File: src/hw/rtl/uhid_pkg.sv
`timescale 1ns / 1ps
// ----------------------------------------------------------------------------
// uhid_pkg
// shared types, request codes and descriptor tables of the hid control endpoint
// ----------------------------------------------------------------------------
package uhid_pkg;

    localparam int PACKET_SIZE_DEF   = 32;
    localparam int ROM_DEPTH_DEF     = 256;
    localparam int TABLE_ENTRIES_DEF = 7;
    localparam int BUILT_ENTRIES     = 7;
    localparam int MAX_PKT           = 32;
    localparam int ROM_LEN           = 171;

    localparam logic [2:0] KIND_SETUP  = 3'd0;
    localparam logic [2:0] KIND_IN     = 3'd1;
    localparam logic [2:0] KIND_OUT    = 3'd2;
    localparam logic [2:0] KIND_RESET  = 3'd3;
    localparam logic [2:0] KIND_REPORT = 3'd4;

    localparam logic [2:0] RSP_NONE    = 3'd0;
    localparam logic [2:0] RSP_DATA    = 3'd1;
    localparam logic [2:0] RSP_ZLP     = 3'd2;
    localparam logic [2:0] RSP_STALL   = 3'd3;
    localparam logic [2:0] RSP_REPORT  = 3'd4;
    localparam logic [2:0] RSP_REFUSED = 3'd5;

    localparam logic [7:0] REQ_GET_STATUS   = 8'h00;
    localparam logic [7:0] REQ_HID_GET_REP  = 8'h01;
    localparam logic [7:0] REQ_HID_GET_IDLE = 8'h02;
    localparam logic [7:0] REQ_HID_GET_PROT = 8'h03;
    localparam logic [7:0] REQ_SET_ADDRESS  = 8'h05;
    localparam logic [7:0] REQ_GET_DESC     = 8'h06;
    localparam logic [7:0] REQ_GET_CONFIG   = 8'h08;
    localparam logic [7:0] REQ_SET_CONFIG   = 8'h09;
    localparam logic [7:0] REQ_HID_SET_REP  = 8'h09;
    localparam logic [7:0] REQ_HID_SET_IDLE = 8'h0A;
    localparam logic [7:0] REQ_HID_SET_PROT = 8'h0B;

    localparam logic [7:0] RT_STD_OUT   = 8'h00;
    localparam logic [7:0] RT_STD_IN    = 8'h80;
    localparam logic [7:0] RT_CLASS_IN  = 8'hA1;
    localparam logic [7:0] RT_CLASS_OUT = 8'h21;

    localparam logic [15:0] DESC_VALUE [BUILT_ENTRIES] =
        '{16'h0100, 16'h0200, 16'h2100, 16'h2200, 16'h0300, 16'h0301, 16'h0302};
    localparam logic [15:0] DESC_INDEX [BUILT_ENTRIES] =
        '{16'h0000, 16'h0000, 16'h0000, 16'h0000, 16'h0000, 16'h0409, 16'h0409};
    localparam logic [7:0] DESC_START [BUILT_ENTRIES] =
        '{8'd0, 8'd18, 8'd36, 8'd52, 8'd99, 8'd103, 8'd121};
    localparam logic [7:0] DESC_LEN [BUILT_ENTRIES] =
        '{8'd18, 8'd34, 8'd9, 8'd47, 8'd4, 8'd18, 8'd50};

    localparam logic [ROM_LEN*8-1:0] ROM_BITS = {
        144'h12_01_00_02_00_00_00_20_01_00_02_00_00_01_01_02_03_01,
        72'h09_02_22_00_01_01_00_80_32,
        72'h09_04_00_00_01_03_00_00_00,
        72'h09_21_11_01_00_01_22_2F_00,
        56'h07_05_83_03_08_00_0A,
        80'h05_01_09_05_A1_01_09_01_A1_00,
        88'h09_30_09_31_15_00_26_FF_00_75_08,
        88'h95_02_81_02_C0_05_09_19_01_29_02,
        80'h15_00_25_01_75_01_95_02_81_02,
        40'h95_06_81_03_C0,
        32'h04_03_09_04,
        144'h12_03_50_00_2E_00_55_00_50_00_49_00_4E_00_4F_00_56_00,
        144'h32_03_50_00_2E_00_55_00_50_00_49_00_4E_00_4F_00_56_00,
        128'h20_00_41_00_56_00_52_00_20_00_55_00_53_00_42_00,
        128'h20_00_47_00_41_00_4D_00_45_00_50_00_41_00_44_00
    };

    typedef struct packed {
        logic [2:0]  kind;
        logic [7:0]  request_type;
        logic [7:0]  request_code;
        logic [15:0] setup_value;
        logic [15:0] setup_index;
        logic [15:0] setup_length;
        logic [7:0]  stick_x;
        logic [7:0]  stick_y;
        logic [7:0]  button_bits;
    } evt_word_t;

    typedef struct packed {
        logic [2:0] response;
        logic [7:0] data_byte;
        logic       last_of_run;
        logic [6:0] device_address;
        logic [7:0] active_configuration;
    } res_word_t;

    function automatic logic [7:0] rom_byte(input logic [8:0] a, input logic [7:0] pkt);
        logic [7:0] b;
        b = 8'h00;
        if (a == 9'd7)
        begin
            b = pkt;
        end
        else if (a < 9'(ROM_LEN))
        begin
            b = ROM_BITS[(ROM_LEN - 1 - int'(a)) * 8 +: 8];
        end
        return b;
    endfunction

endpackage

File: src/hw/rtl/usb_hid_control_endpoint.sv
`timescale 1ns / 1ps
// ----------------------------------------------------------------------------
// usb_hid_control_endpoint
// hid control endpoint: setup decode, descriptor streaming, report words
//
//   channel  dir  handshake              word
//   evt      in   evt_valid/evt_ready    uhid_pkg::evt_word_t
//   res      out  res_valid/res_ready    uhid_pkg::res_word_t
//
// an event is decoded in the cycle it is taken; immediate replies leave one
// word per cycle unless res stalls; each descriptor byte is a rom read, then
// a load; an in event streams at most 32 bytes before the next event is taken
// the output register frees the input side; a stalled res holds the sequencer
// reset puts control state, not the reply words, to power-on values; the rom needs no clearing
// ----------------------------------------------------------------------------
module usb_hid_control_endpoint #(
    parameter int PACKET_SIZE   = uhid_pkg::PACKET_SIZE_DEF,
    parameter int ROM_DEPTH     = uhid_pkg::ROM_DEPTH_DEF,
    parameter int TABLE_ENTRIES = uhid_pkg::TABLE_ENTRIES_DEF
) (
    input  logic                clk,
    input  logic                rst_n,
    input  logic                evt_valid,
    output logic                evt_ready,
    input  uhid_pkg::evt_word_t evt,
    output logic                res_valid,
    input  logic                res_ready,
    output uhid_pkg::res_word_t res
);

    localparam int AW  = $clog2(ROM_DEPTH);
    localparam int PKT = (PACKET_SIZE < uhid_pkg::MAX_PKT) ? PACKET_SIZE : uhid_pkg::MAX_PKT;
    localparam int NT  = (TABLE_ENTRIES < uhid_pkg::BUILT_ENTRIES) ?
                         TABLE_ENTRIES : uhid_pkg::BUILT_ENTRIES;

    typedef enum logic [3:0] {
        S_IDLE = 4'b0001,
        S_IMM  = 4'b0010,
        S_RD   = 4'b0100,
        S_WR   = 4'b1000
    } state_t;

    state_t     state_reg, state_next;
    logic [7:0] cfg_reg, cfg_next;
    logic [6:0] addr_reg, addr_next;
    logic [7:0] idle_reg, idle_next;
    logic [7:0] prot_reg, prot_next;
    logic [7:0] ax_reg, ax_next;
    logic [7:0] ay_reg, ay_next;
    logic [7:0] btn_reg, btn_next;
    logic       xfer_reg, xfer_next;
    logic [7:0] remain_reg, remain_next;
    logic [7:0] ptr_reg, ptr_next;
    logic       wait_out_reg, wait_out_next;
    logic [2:0] imm_rsp_reg [3];
    logic [2:0] imm_rsp_next [3];
    logic [7:0] imm_byte_reg [3];
    logic [7:0] imm_byte_next [3];
    logic [1:0] imm_cnt_reg, imm_cnt_next;
    logic [1:0] imm_idx_reg, imm_idx_next;
    logic [5:0] bcnt_reg, bcnt_next;
    logic       res_valid_reg, res_valid_next;
    uhid_pkg::res_word_t res_reg, res_next;

    logic       take;
    logic       out_free;
    logic       hit;
    logic [7:0] hit_start;
    logic [7:0] hit_len;
    logic [7:0] req_len;
    logic [7:0] clip_len;
    logic [5:0] pkt_n;
    logic [8:0] ptr_sub;
    logic [AW-1:0] rom_addr;
    logic [7:0] rom_data;

    assign evt_ready = (state_reg == S_IDLE);
    assign take      = evt_valid && evt_ready;
    assign out_free  = !res_valid_reg || res_ready;
    assign res_valid = res_valid_reg;
    assign res       = res_reg;

    always_comb
    begin
        hit       = 1'b0;
        hit_start = 8'd0;
        hit_len   = 8'd0;
        for (int i = NT - 1; i >= 0; i--)
        begin
            if (evt.setup_value == uhid_pkg::DESC_VALUE[i] &&
                evt.setup_index == uhid_pkg::DESC_INDEX[i])
            begin
                hit       = 1'b1;
                hit_start = uhid_pkg::DESC_START[i];
                hit_len   = uhid_pkg::DESC_LEN[i];
            end
        end
    end

    assign req_len  = (evt.setup_length > 16'd255) ? 8'd255 : evt.setup_length[7:0];
    assign clip_len = (req_len > hit_len) ? hit_len : req_len;
    assign pkt_n    = (remain_reg < 8'(PKT)) ? remain_reg[5:0] : 6'(PKT);
    assign ptr_sub  = ({1'b0, ptr_reg} >= 9'(ROM_DEPTH)) ?
                      ({1'b0, ptr_reg} - 9'(ROM_DEPTH)) : {1'b0, ptr_reg};
    assign rom_addr = ptr_sub[AW-1:0];

    uhid_rom #(
        .ROM_DEPTH   (ROM_DEPTH),
        .PACKET_SIZE (PACKET_SIZE)
    ) u_rom (
        .clk     (clk),
        .rd_en   (state_reg == S_RD),
        .rd_addr (rom_addr),
        .rd_data (rom_data)
    );

    always_comb
    begin
        state_next     = state_reg;
        cfg_next       = cfg_reg;
        addr_next      = addr_reg;
        idle_next      = idle_reg;
        prot_next      = prot_reg;
        ax_next        = ax_reg;
        ay_next        = ay_reg;
        btn_next       = btn_reg;
        xfer_next      = xfer_reg;
        remain_next    = remain_reg;
        ptr_next       = ptr_reg;
        wait_out_next  = wait_out_reg;
        imm_rsp_next   = imm_rsp_reg;
        imm_byte_next  = imm_byte_reg;
        imm_cnt_next   = imm_cnt_reg;
        imm_idx_next   = imm_idx_reg;
        bcnt_next      = bcnt_reg;
        res_valid_next = res_valid_reg && !res_ready;
        res_next       = res_reg;

        unique case (state_reg)
            S_IDLE:
            begin
                if (take)
                begin
                    imm_rsp_next  = '{uhid_pkg::RSP_NONE, uhid_pkg::RSP_NONE,
                                      uhid_pkg::RSP_NONE};
                    imm_byte_next = '{8'd0, 8'd0, 8'd0};
                    imm_cnt_next  = 2'd1;
                    imm_idx_next  = 2'd0;
                    state_next    = S_IMM;
                    case (evt.kind)
                        uhid_pkg::KIND_SETUP:
                        begin
                            xfer_next     = 1'b0;
                            wait_out_next = 1'b0;
                            imm_rsp_next[0] = uhid_pkg::RSP_STALL;
                            if (evt.request_code == uhid_pkg::REQ_GET_DESC)
                            begin
                                if (hit)
                                begin
                                    ptr_next        = hit_start;
                                    remain_next     = clip_len;
                                    xfer_next       = 1'b1;
                                    imm_rsp_next[0] = uhid_pkg::RSP_NONE;
                                end
                            end
                            else if (evt.request_code == uhid_pkg::REQ_SET_ADDRESS)
                            begin
                                addr_next       = evt.setup_value[6:0];
                                imm_rsp_next[0] = uhid_pkg::RSP_ZLP;
                            end
                            else if (evt.request_code == uhid_pkg::REQ_SET_CONFIG &&
                                     evt.request_type == uhid_pkg::RT_STD_OUT)
                            begin
                                cfg_next        = evt.setup_value[7:0];
                                imm_rsp_next[0] = uhid_pkg::RSP_ZLP;
                            end
                            else if (evt.request_code == uhid_pkg::REQ_GET_CONFIG &&
                                     evt.request_type == uhid_pkg::RT_STD_IN)
                            begin
                                imm_rsp_next[0]  = uhid_pkg::RSP_DATA;
                                imm_byte_next[0] = cfg_reg;
                            end
                            else if (evt.request_code == uhid_pkg::REQ_GET_STATUS)
                            begin
                                imm_rsp_next[0] = uhid_pkg::RSP_DATA;
                                imm_rsp_next[1] = uhid_pkg::RSP_DATA;
                                imm_cnt_next    = 2'd2;
                            end
                            else if (evt.setup_index == 16'd0 &&
                                     evt.request_type == uhid_pkg::RT_CLASS_IN)
                            begin
                                if (evt.request_code == uhid_pkg::REQ_HID_GET_REP)
                                begin
                                    imm_rsp_next  = '{uhid_pkg::RSP_DATA, uhid_pkg::RSP_DATA,
                                                      uhid_pkg::RSP_DATA};
                                    imm_byte_next = '{ax_reg, ay_reg, btn_reg};
                                    imm_cnt_next  = 2'd3;
                                end
                                else if (evt.request_code == uhid_pkg::REQ_HID_GET_IDLE)
                                begin
                                    imm_rsp_next[0]  = uhid_pkg::RSP_DATA;
                                    imm_byte_next[0] = idle_reg;
                                end
                                else if (evt.request_code == uhid_pkg::REQ_HID_GET_PROT)
                                begin
                                    imm_rsp_next[0]  = uhid_pkg::RSP_DATA;
                                    imm_byte_next[0] = prot_reg;
                                end
                            end
                            else if (evt.setup_index == 16'd0 &&
                                     evt.request_type == uhid_pkg::RT_CLASS_OUT)
                            begin
                                if (evt.request_code == uhid_pkg::REQ_HID_SET_REP)
                                begin
                                    wait_out_next   = 1'b1;
                                    imm_rsp_next[0] = uhid_pkg::RSP_NONE;
                                end
                                else if (evt.request_code == uhid_pkg::REQ_HID_SET_IDLE)
                                begin
                                    idle_next       = evt.setup_value[15:8];
                                    imm_rsp_next[0] = uhid_pkg::RSP_ZLP;
                                end
                                else if (evt.request_code == uhid_pkg::REQ_HID_SET_PROT)
                                begin
                                    prot_next       = evt.setup_value[7:0];
                                    imm_rsp_next[0] = uhid_pkg::RSP_ZLP;
                                end
                            end
                        end
                        uhid_pkg::KIND_IN:
                        begin
                            if (xfer_reg)
                            begin
                                remain_next = remain_reg - 8'(pkt_n);
                                if (remain_reg == 8'(pkt_n) && pkt_n != 6'(PKT))
                                begin
                                    xfer_next = 1'b0;
                                end
                                if (pkt_n == 6'd0)
                                begin
                                    imm_rsp_next[0] = uhid_pkg::RSP_ZLP;
                                end
                                else
                                begin
                                    bcnt_next  = pkt_n;
                                    state_next = S_RD;
                                end
                            end
                        end
                        uhid_pkg::KIND_OUT:
                        begin
                            if (xfer_reg)
                            begin
                                xfer_next   = 1'b0;
                                remain_next = 8'd0;
                            end
                            else if (wait_out_reg)
                            begin
                                wait_out_next   = 1'b0;
                                imm_rsp_next[0] = uhid_pkg::RSP_ZLP;
                            end
                        end
                        uhid_pkg::KIND_RESET:
                        begin
                            cfg_next      = 8'd0;
                            addr_next     = 7'd0;
                            xfer_next     = 1'b0;
                            remain_next   = 8'd0;
                            wait_out_next = 1'b0;
                        end
                        uhid_pkg::KIND_REPORT:
                        begin
                            ax_next  = evt.stick_x;
                            ay_next  = evt.stick_y;
                            btn_next = evt.button_bits;
                            if (cfg_reg == 8'd0)
                            begin
                                imm_rsp_next[0] = uhid_pkg::RSP_REFUSED;
                            end
                            else
                            begin
                                imm_rsp_next  = '{uhid_pkg::RSP_REPORT, uhid_pkg::RSP_REPORT,
                                                  uhid_pkg::RSP_REPORT};
                                imm_byte_next = '{evt.stick_x, evt.stick_y, evt.button_bits};
                                imm_cnt_next  = 2'd3;
                            end
                        end
                        default:
                        begin
                        end
                    endcase
                end
            end
            S_IMM:
            begin
                if (out_free)
                begin
                    res_valid_next                = 1'b1;
                    res_next.response             = imm_rsp_reg[imm_idx_reg];
                    res_next.data_byte            = imm_byte_reg[imm_idx_reg];
                    res_next.last_of_run          = (imm_idx_reg == imm_cnt_reg - 2'd1);
                    res_next.device_address       = addr_reg;
                    res_next.active_configuration = cfg_reg;
                    imm_idx_next                  = imm_idx_reg + 2'd1;
                    if (imm_idx_reg == imm_cnt_reg - 2'd1)
                    begin
                        state_next = S_IDLE;
                    end
                end
            end
            S_RD:
            begin
                state_next = S_WR;
            end
            S_WR:
            begin
                if (out_free)
                begin
                    res_valid_next                = 1'b1;
                    res_next.response             = uhid_pkg::RSP_DATA;
                    res_next.data_byte            = rom_data;
                    res_next.last_of_run          = (bcnt_reg == 6'd1);
                    res_next.device_address       = addr_reg;
                    res_next.active_configuration = cfg_reg;
                    ptr_next                      = ptr_reg + 8'd1;
                    bcnt_next                     = bcnt_reg - 6'd1;
                    state_next                    = (bcnt_reg == 6'd1) ? S_IDLE : S_RD;
                end
            end
            default:
            begin
                state_next = S_IDLE;
            end
        endcase
    end

    always_ff @(posedge clk or negedge rst_n)
    begin
        if (!rst_n)
        begin
            state_reg     <= S_IDLE;
            cfg_reg       <= 8'd0;
            addr_reg      <= 7'd0;
            idle_reg      <= 8'd0;
            prot_reg      <= 8'd1;
            ax_reg        <= 8'd128;
            ay_reg        <= 8'd128;
            btn_reg       <= 8'd0;
            xfer_reg      <= 1'b0;
            remain_reg    <= 8'd0;
            ptr_reg       <= 8'd0;
            wait_out_reg  <= 1'b0;
            imm_cnt_reg   <= 2'd0;
            imm_idx_reg   <= 2'd0;
            bcnt_reg      <= 6'd0;
            res_valid_reg <= 1'b0;
        end
        else
        begin
            state_reg     <= state_next;
            cfg_reg       <= cfg_next;
            addr_reg      <= addr_next;
            idle_reg      <= idle_next;
            prot_reg      <= prot_next;
            ax_reg        <= ax_next;
            ay_reg        <= ay_next;
            btn_reg       <= btn_next;
            xfer_reg      <= xfer_next;
            remain_reg    <= remain_next;
            ptr_reg       <= ptr_next;
            wait_out_reg  <= wait_out_next;
            imm_cnt_reg   <= imm_cnt_next;
            imm_idx_reg   <= imm_idx_next;
            bcnt_reg      <= bcnt_next;
            res_valid_reg <= res_valid_next;
        end
    end

    always_ff @(posedge clk)
    begin
        imm_rsp_reg  <= imm_rsp_next;
        imm_byte_reg <= imm_byte_next;
        res_reg      <= res_next;
    end

    a_rd_then_wr: assert property (@(posedge clk) disable iff (!rst_n)
        state_reg == S_RD |=> state_reg == S_WR)
        else $error("rom read not followed by load");

    a_imm_idx: assert property (@(posedge clk) disable iff (!rst_n)
        state_reg == S_IMM |-> imm_idx_reg < imm_cnt_reg)
        else $error("immediate index past count");

    a_bcnt: assert property (@(posedge clk) disable iff (!rst_n)
        (state_reg == S_RD || state_reg == S_WR) |-> bcnt_reg != 6'd0)
        else $error("streaming with zero byte count");

endmodule

File: src/hw/rtl/uhid_rom.sv
`timescale 1ns / 1ps
// ----------------------------------------------------------------------------
// uhid_rom
// descriptor image, synchronous read registered on rd_en
// ----------------------------------------------------------------------------
module uhid_rom #(
    parameter int ROM_DEPTH   = uhid_pkg::ROM_DEPTH_DEF,
    parameter int PACKET_SIZE = uhid_pkg::PACKET_SIZE_DEF,
    localparam int AW         = $clog2(ROM_DEPTH)
) (
    input  logic          clk,
    input  logic          rd_en,
    input  logic [AW-1:0] rd_addr,
    output logic [7:0]    rd_data
);

    logic [7:0] mem [ROM_DEPTH];
    logic [7:0] rd_data_reg;

    always_comb
    begin
        for (int i = 0; i < ROM_DEPTH; i++)
        begin
            mem[i] = uhid_pkg::rom_byte(9'(i), 8'(PACKET_SIZE));
        end
    end

    always_ff @(posedge clk)
    begin
        if (rd_en)
        begin
            rd_data_reg <= mem[rd_addr];
        end
    end

    assign rd_data = rd_data_reg;

endmodule
File: config.mk
export PLATFORM = sky130hd
export DESIGN_NAME = usb_hid_control_endpoint
export DESIGN_NICKNAME = d
export VERILOG_FILES = /design/src/hw/rtl/uhid_pkg.sv /design/src/hw/rtl/usb_hid_control_endpoint.sv /design/src/hw/rtl/uhid_rom.sv
export SDC_FILE = /design/constraint.sdc
export NUM_CORES = 1
export LEC_CHECK = 0
export BUFFER_PORTS_ARGS = -buffer_cell sky130_fd_sc_hd__clkbuf_2
export CORE_MARGIN = 2
export CORE_UTILIZATION = 43
export DETAILED_ROUTE_END_ITERATION = 8
export PLACE_DENSITY = 0.71
export SYNTH_ARGS = -nofsm -noshare
export SYNTH_HDL_FRONTEND = slang
export SYNTH_SLANG_ARGS = --single-unit
File: constraint.sdc
create_clock -name clk -period 3 [get_ports clk]
set_input_delay 0.45 -clock clk [delete_from_list [all_inputs] [get_ports clk]]
set_output_delay 0.45 -clock clk [all_outputs]
set_load 0.1 [all_outputs]
# Yosys cells after proc, flatten, opt, wreduce, memory -nomap -nowiden
# Memory sizes are Yosys's and may differ from the RTL's. A register that Yosys moved wholly into a read port is not among the register bits.
# Cells that the tools add are included.
totals:
  register_bits: 148
  romBits: 2048
  inputBits: 95
  output_inout_bits: 29
  elab_cells: 281
  n_memories: 1
mem_list:
  columns: ["name", "words", "word_bits", "rd", "rd_ports_with_merged_regs", "write_ports", "line_no", "rtl"]
  rows:
  - ["(no name shown)", 256, 8, 1, 1, 0, "uhid_rom.sv:32", "rd_data_reg <= mem[rd_addr];"]
op_classes:
  addsub: 5
  n_lt_le_gt_ge: 4
  eq_ne: 51
  n_mux: 137
  bitwise: 10
  n_reduce_logical: 46
op_table:
  columns: ["cell", "count"]
  rows:
  - ["two-way mux 8 bit", 32]
  - ["two-way mux 24 bit", 6]
  - ["two-way mux 6 bit", 14]
  - ["== test 16 x 10 -> 1 bit, second input constant", 4]
  - ["two-way mux 27 bit", 2]
  - ["case mux 27 bit (2 select lines)", 1]
  - ["case mux 24 bit (2 select lines)", 1]
  - ["two-way mux 3 bit", 15]
  - ["two-way mux 2 bit", 18]
  - ["== test 16 x 14 -> 1 bit, second input constant", 2]
  - ["== test 8 x 4 -> 1 bit, second input constant", 4]
  - ["two-way mux 16 bit", 2]
  - ["case mux 8 bit (2 select lines)", 2]
  - ["case mux 8 bit (4 select lines)", 1]
  - ["inequality test 2 bit, second input constant", 13]
  - ["zero test 8 bit", 3]
  - ["two-way mux 1 bit", 24]
  - ["case mux 6 bit (2 select lines)", 2]
  - ["two-way mux 7 bit", 3]
  - ["two-way mux 4 bit", 5]
  - ["AND reduction 6 bit", 3]
  - ["binary-select mux 8 bit (select 2 bit)", 1]
  - ["== test 16 x 11 -> 1 bit, second input constant", 1]
  - ["== test 16 x 9 -> 1 bit, second input constant", 1]
  - ["other kinds (52)", 93]

# Logic depth before layout (Yosys ltp)
logic_depth:
  depth_word: 14
  mapped_depth: 14
  mapped_depth_nobuf: 12

# Modules after synthesis
# A second synthesis with hierarchy kept.
unflattened:
  hier_cells: 994
  area_unflattened_um2: 9420.3
modules_own_cells:
  columns: ["module", "n_inst", "cells_each", "area_per_inst_um2", "seq_area_each_um2"]
  rows:
  - ["usb_hid_control_endpoint", 1, 732, 7487.2, 3918.8]
  - ["uhid_rom", 1, 262, 1933.1, 240.2]

# Worst setup path after synthesis
# OpenSTA, ideal clock, no wires.
synth_timing:
  kind: "reg-to-reg"
  from: "register state_reg[0]"
  to: "register cfg_reg[2]"
  setup_time_ps: 125
  t_arrival_ps: 3082
  t_required_ps: 2875
  setup_slack_ps: -207
  path_stages_with_launch: 7
  n_path_buf: 1
  synth_period_minus_slack_ps: 3207
  cell_sequence: "dfstp_2 nor4b_4 nand2_2 inv_1 buf_4 nand4_2 mux2_2"
synth_via:
  elab_chain_cells: 3
synth_rtl:
  columns: ["item", "line_no", "rtl"]
  rows:
  - ["start, declared", "usb_hid_control_endpoint.sv:43", "state_t state_reg, state_next;"]
  - ["start signal, assigned", "usb_hid_control_endpoint.sv:360", "state_reg <= state_next;"]
  - ["== test 4 x 1 -> 1 bit *", "usb_hid_control_endpoint.sv:77", "assign evt_ready = (state_reg == S_IDLE);"]
  - ["named net evt_ready", "usb_hid_control_endpoint.sv:24", "output logic evt_ready,"]
  - ["logical AND 1 bit", "usb_hid_control_endpoint.sv:78", "assign take = evt_valid && evt_ready;"]
  - ["AND reduction 6 bit (no source line) *", null, null]
  - ["end signal, assigned", "usb_hid_control_endpoint.sv:361", "cfg_reg <= cfg_next;"]
  - ["end, declared", "usb_hid_control_endpoint.sv:44", "logic [7:0] cfg_reg, cfg_next;"]
# The timed path passes the listed nets; every way through them passes the cells marked *.
# A chain may end at the register's enable or synchronous reset.

# Worst setup path after layout
layout_timing:
  from: "input port evt[60] (netlist bit)"
  to: "register remain_reg[1]"
layout_via:
  elab_chain_cells: 14
  elab_cells_between_ends: 35
  cone_classes: "order compare: 1; eq/ne: 8; mux: 18; reduce/logical: 8"
layout_rtl:
  columns: ["item", "line_no", "rtl"]
  rows:
  - ["start, declared", "usb_hid_control_endpoint.sv:25", "input uhid_pkg::evt_word_t evt,"]
  - ["== test 16 x 10 -> 1 bit", "usb_hid_control_endpoint.sv:90", "if (evt.setup_value == uhid_pkg::DESC_VALUE[i] &&"]
  - ["logical AND 1 bit", "usb_hid_control_endpoint.sv:90", null]
  - ["two-way mux 6 bit", "usb_hid_control_endpoint.sv:90", null]
  - ["two-way mux 8 bit (6 in series)", "usb_hid_control_endpoint.sv:90", null]
  - ["> comparator 8 bit", "usb_hid_control_endpoint.sv:101", "assign clip_len = (req_len > hit_len) ? hit_len : req_len;"]
  - ["two-way mux 8 bit", "usb_hid_control_endpoint.sv:101", null]
  - ["two-way mux 8 bit", "usb_hid_control_endpoint.sv:158", "if (hit)"]
  - ["two-way mux 8 bit", "usb_hid_control_endpoint.sv:156", "if (evt.request_code == uhid_pkg::REQ_GET_DESC)"]
  - ["case mux 8 bit (4 select lines)", "usb_hid_control_endpoint.sv:150", "case (evt.kind)"]
  - ["end signal, assigned", "usb_hid_control_endpoint.sv:369", "remain_reg <= remain_next;"]
  - ["end, declared", "usb_hid_control_endpoint.sv:52", "logic [7:0] remain_reg, remain_next;"]
# Parallel ways exist; a longest one is shown, timed or not. The select of a mux whose other input is x is not followed.

==> results.sh <==
export IMPL_fmax_ghz=0.3562
export IMPL_crit_chain="clkbuf_2 > nor4_2 > buf_4 > nand4_1 > buf_4 > nor2_2 > a32oi_1 > ha_1 > a2111oi_1 > buf_4 > a21oi_2 > nor2_2 > nand2_2 > and4_1 > o31ai_1"
export IMPL_viasPerCell=5.834
export IMPL_startpoint_type="input pin"
export IMPL_wl_met2_um=11950
export IMPL_wl_met3_um=1715
export IMPL_wl_met1_um=11310
export IMPL_syn_nets=1063
export IMPL_layout_commonest_cell="clkbuf_2"
export IMPL_syn_avg_cell_area_sq_um=9.770
export IMPL_rr_worst_depth=8
export IMPL_cts_sinks=153
export IMPL_synth_top_family_by_area="compound AO/OA/AOI/OAI gates"
export IMPL_die_area_sq_um=22780
export IMPL_rows=53
export IMPL_final_nets=1225
export IMPL_path_clk_slew_ns=0.07
export IMPL_synthArstFlopShare=0.5752
export IMPL_switchingPower_uw=2760
export IMPL_p_comb_frac=0.290
export IMPL_antenna_found_initial=0
export IMPL_drt_first_pass_iters=6
export IMPL_maxSlewHeadroom=0.4951
export IMPL_max_vdd_ir_drop_v=0.0004347
export IMPL_yosys_area_share_xor_xnor=0.004718
export IMPL_io_pin_count=124
export IMPL_synthFlopType="dfrtp_1"
export IMPL_leakagePower_uw=0.004690
export IMPL_cp_end_kind="register"
export IMPL_muxShareOfSynthArea=0.08965
export IMPL_final_max_slew_viol_count=0
export IMPL_synth_fa_ha_area_frac=0.02427
export IMPL_fillers=1915
export IMPL_worstMarginPinSlew_ns=0.7573
export IMPL_io_buffers=123
export IMPL_drt_wl_total_um=25570
export IMPL_path_common_cell="buf_4"
export IMPL_r2r_end="u_rom.rd_data[0]$_DFFE_PN_"
export IMPL_setup_viol=0
export IMPL_clock_power_share=0.280
export IMPL_power_internal_uw=4485
export IMPL_cap_violations=0
export IMPL_outcome="finished, final reports clean"
export IMPL_first_global_vias=7938
export IMPL_ys_seq_area_frac=0.4481
export IMPL_drive_gt1_frac=0.3067
export IMPL_whs_ns=0.05297
export IMPL_synth_seq_cells=153
export IMPL_syn_area_sq_um=9281
export IMPL_cts_buffers=17
export IMPL_synth_simple_area_share=0.1951
export IMPL_gp_congestion=0.9142
export IMPL_reg2reg_from="ptr_reg[0]$_DFFE_PN0P_"
export IMPL_critical_path_class="input pin to register"
export IMPL_worstPathMaxFanout=6
export IMPL_finalHoldViolations=0
export IMPL_grt_max_degree=89
export IMPL_ant_nets=0
export IMPL_gr_total_overflow=0
export IMPL_insertion_delay_ns=0.43
export IMPL_skew_ns=0.008567
export IMPL_fin_ws_ns=0.1927
export IMPL_drcViolationCount=0
export IMPL_clock_path_buffers=2
export IMPL_vias=8168
export IMPL_drt_initial_drc_count=756
export IMPL_yosysWarnings=0
export IMPL_grt_pass1_wl_um=41180
export IMPL_top_layer_used="met4"
export IMPL_cp_slowest_cell="a2111oi_1"
export IMPL_netlist_cell_type_count=90
export IMPL_synth_edff_count=65
export IMPL_post_drt_wl_per_cell_um=18.26
export IMPL_ctsRootBufferMaster="clkbuf_16"
export IMPL_hp_class="input pin to asynchronous set/reset pin"
export IMPL_areaGrowthSynthToFinish_pct=21.31
export IMPL_pre_cts_ws_ns=-0.3787
export IMPL_diodes=0
export IMPL_fin_crit_ns=2.807
export IMPL_cts_tree="built"
export IMPL_synth_compound_area_share=0.1995
export IMPL_largest_reg_flops=27
export IMPL_syn_inst=950
export IMPL_hpwl_um=18760
export IMPL_die_width_um=150.9
export IMPL_chipHeight_um=150.9
export IMPL_required_ns=3.33
export IMPL_layout_common_cells="clkbuf_2, dfrtp_1, buf_4"
export IMPL_slowest_delay_ns=0.37
export IMPL_arrival_ns=3.14
export IMPL_power_density_nw_per_um2=643.4
export IMPL_finalCritPeriodShare=0.9358
export IMPL_grt_total_usage=0.2314
export IMPL_swShare=0.3809
export IMPL_share_seq_of_total_power=0.430
export IMPL_start_util=0.4401
export IMPL_ff2ff_setup_slack_ns=0.31
export IMPL_h_tree_depth=4
export IMPL_coreArea_sq_um=21090
[power groups by stage]
| stage | Clock, uW | Sequential [uW] | Combinational [uW] |
|---|---|---|---|
| final | 2030 | 3110 | 2100 |
| after global routing | 2130 | 3180 | 2250 |
| after CTS | 2040 | 3110 | 2110 |
| after detailed placement | 0 | 3150 | 2100 |
| after global placement | 0 | 3130 | 2060 |
| after floorplan | 0 | 3730 | 945 |
[cell usage after synthesis (9+ instances only)]
| library cell | number | area, sq um |
|---|---|---|
| mux2i_1 | 19 | 190.2 |
| a31oi_1 | 11 | 68.82 |
| inv_1 | 22 | 82.58 |
| mux2_2 | 51 | 574.3 |
| nand3_1 | 27 | 135.1 |
| a211oi_1 | 10 | 75.07 |
| or2_2 | 12 | 75.07 |
| a21oi_1 | 74 | 370.4 |
| clkbuf_1 | 41 | 153.9 |
| buf_2 | 10 | 50.05 |
| edfxtp_1 | 65 | 1952 |
| o21ai_0 | 70 | 350.3 |
| ha_1 | 18 | 225.2 |
| nand2_1 | 74 | 277.8 |
| o31ai_1 | 9 | 67.56 |
| nor2_1 | 74 | 277.8 |
| nor2b_1 | 16 | 100.1 |
| nor3_1 | 20 | 100.1 |
| dfrtp_1 | 84 | 2102 |
| nor4_1 | 20 | 125.1 |
| a22oi_1 | 11 | 82.58 |
| nand2b_1 | 19 | 118.9 |
| a22o_1 | 20 | 175.2 |
| nand4_1 | 9 | 56.30 |
[critical path: cells and delay by family]
| family | cells | cell delay, ns |
|---|---|---|
| adders and majority gates | 1 | 0.33 |
| AOI/OAI and AO/OA | 4 | 0.77 |
| and+or+nand+nor | 6 | 0.95 |
| buffers and inverters | 4 | 0.62 |
[through the flow]
step           total power [uW]  area, sq um  TNS [ns]  utilization  std cells
6_report                   7244        11260         0       0.5339       1400
5_1_grt                    7556        11260  -0.06635       0.5339       1400
4_1_cts                    7257        11240         0       0.5328       1400
3_5_place_dp               5245        10690    -1.917       0.5070       1368
3_3_place_gp               5192        10690    -1.291       0.5070       1368
2_1_floorplan              4675         9369    -1.558            -        950
[how the worst max path moves through the flow]
stage                                   from                        end  slack (ns)  cells past startpoint
detailed placement                   evt[61]  remain_reg[1]$_DFFE_PN0P_       -0.38                     15
floorplan           state_reg[0]$_DFFE_PN1P_    idle_reg[2]$_DFFE_PN0P_       -0.11                      6
finish                               evt[60]  remain_reg[1]$_DFFE_PN0P_        0.19                     15
global placement                     evt[60]  remain_reg[1]$_DFFE_PN0P_       -0.25                     15
global route                         evt[60]  remain_reg[1]$_DFFE_PN0P_       -0.04                     15
CTS                                  evt[61]  remain_reg[1]$_DFFE_PN0P_        0.05                     15
[layer usage]
| metal | global-route usage | vias up |
|---|---|---|
| li1 | - | 3918 |
| met1 | 0.3168 | 3895 |
| met2 | 0.3689 | 310 |
| met3 | 0.04699 | 45 |
| met4 | 0.07617 | 0 |
| met5 | 0 | - |
[kinds of logic after synthesis]
logic type	count (synthesis)
muxes	75
and+or+nand+nor	330
DFF	153
adders and majority gates	18
buffers and inverters	86
AOI/OAI and AO/OA	282
xor gates and xnor gates	5
other	1
[final cells by class]
type	instances	area, sq um	share of cell area
flip-flops and latches	153	4159	0.3694
inverters	23	86.33	0.007668
clock buffers	19	432.9	0.03845
clock inverters	13	111.4	0.009890
multi-input cells	711	4872	0.4327
well taps	275	344.1	0.03056
repair buffers	206	1254	0.1113
[what timing repair did]
item	in CTS	in global routing
buffers inserted	0	0
hold buffers	0	0
endpoints found under the setup margin	0	6
resized for setup	0	6
No activity file was read; power rests on OpenSTA's default activity.
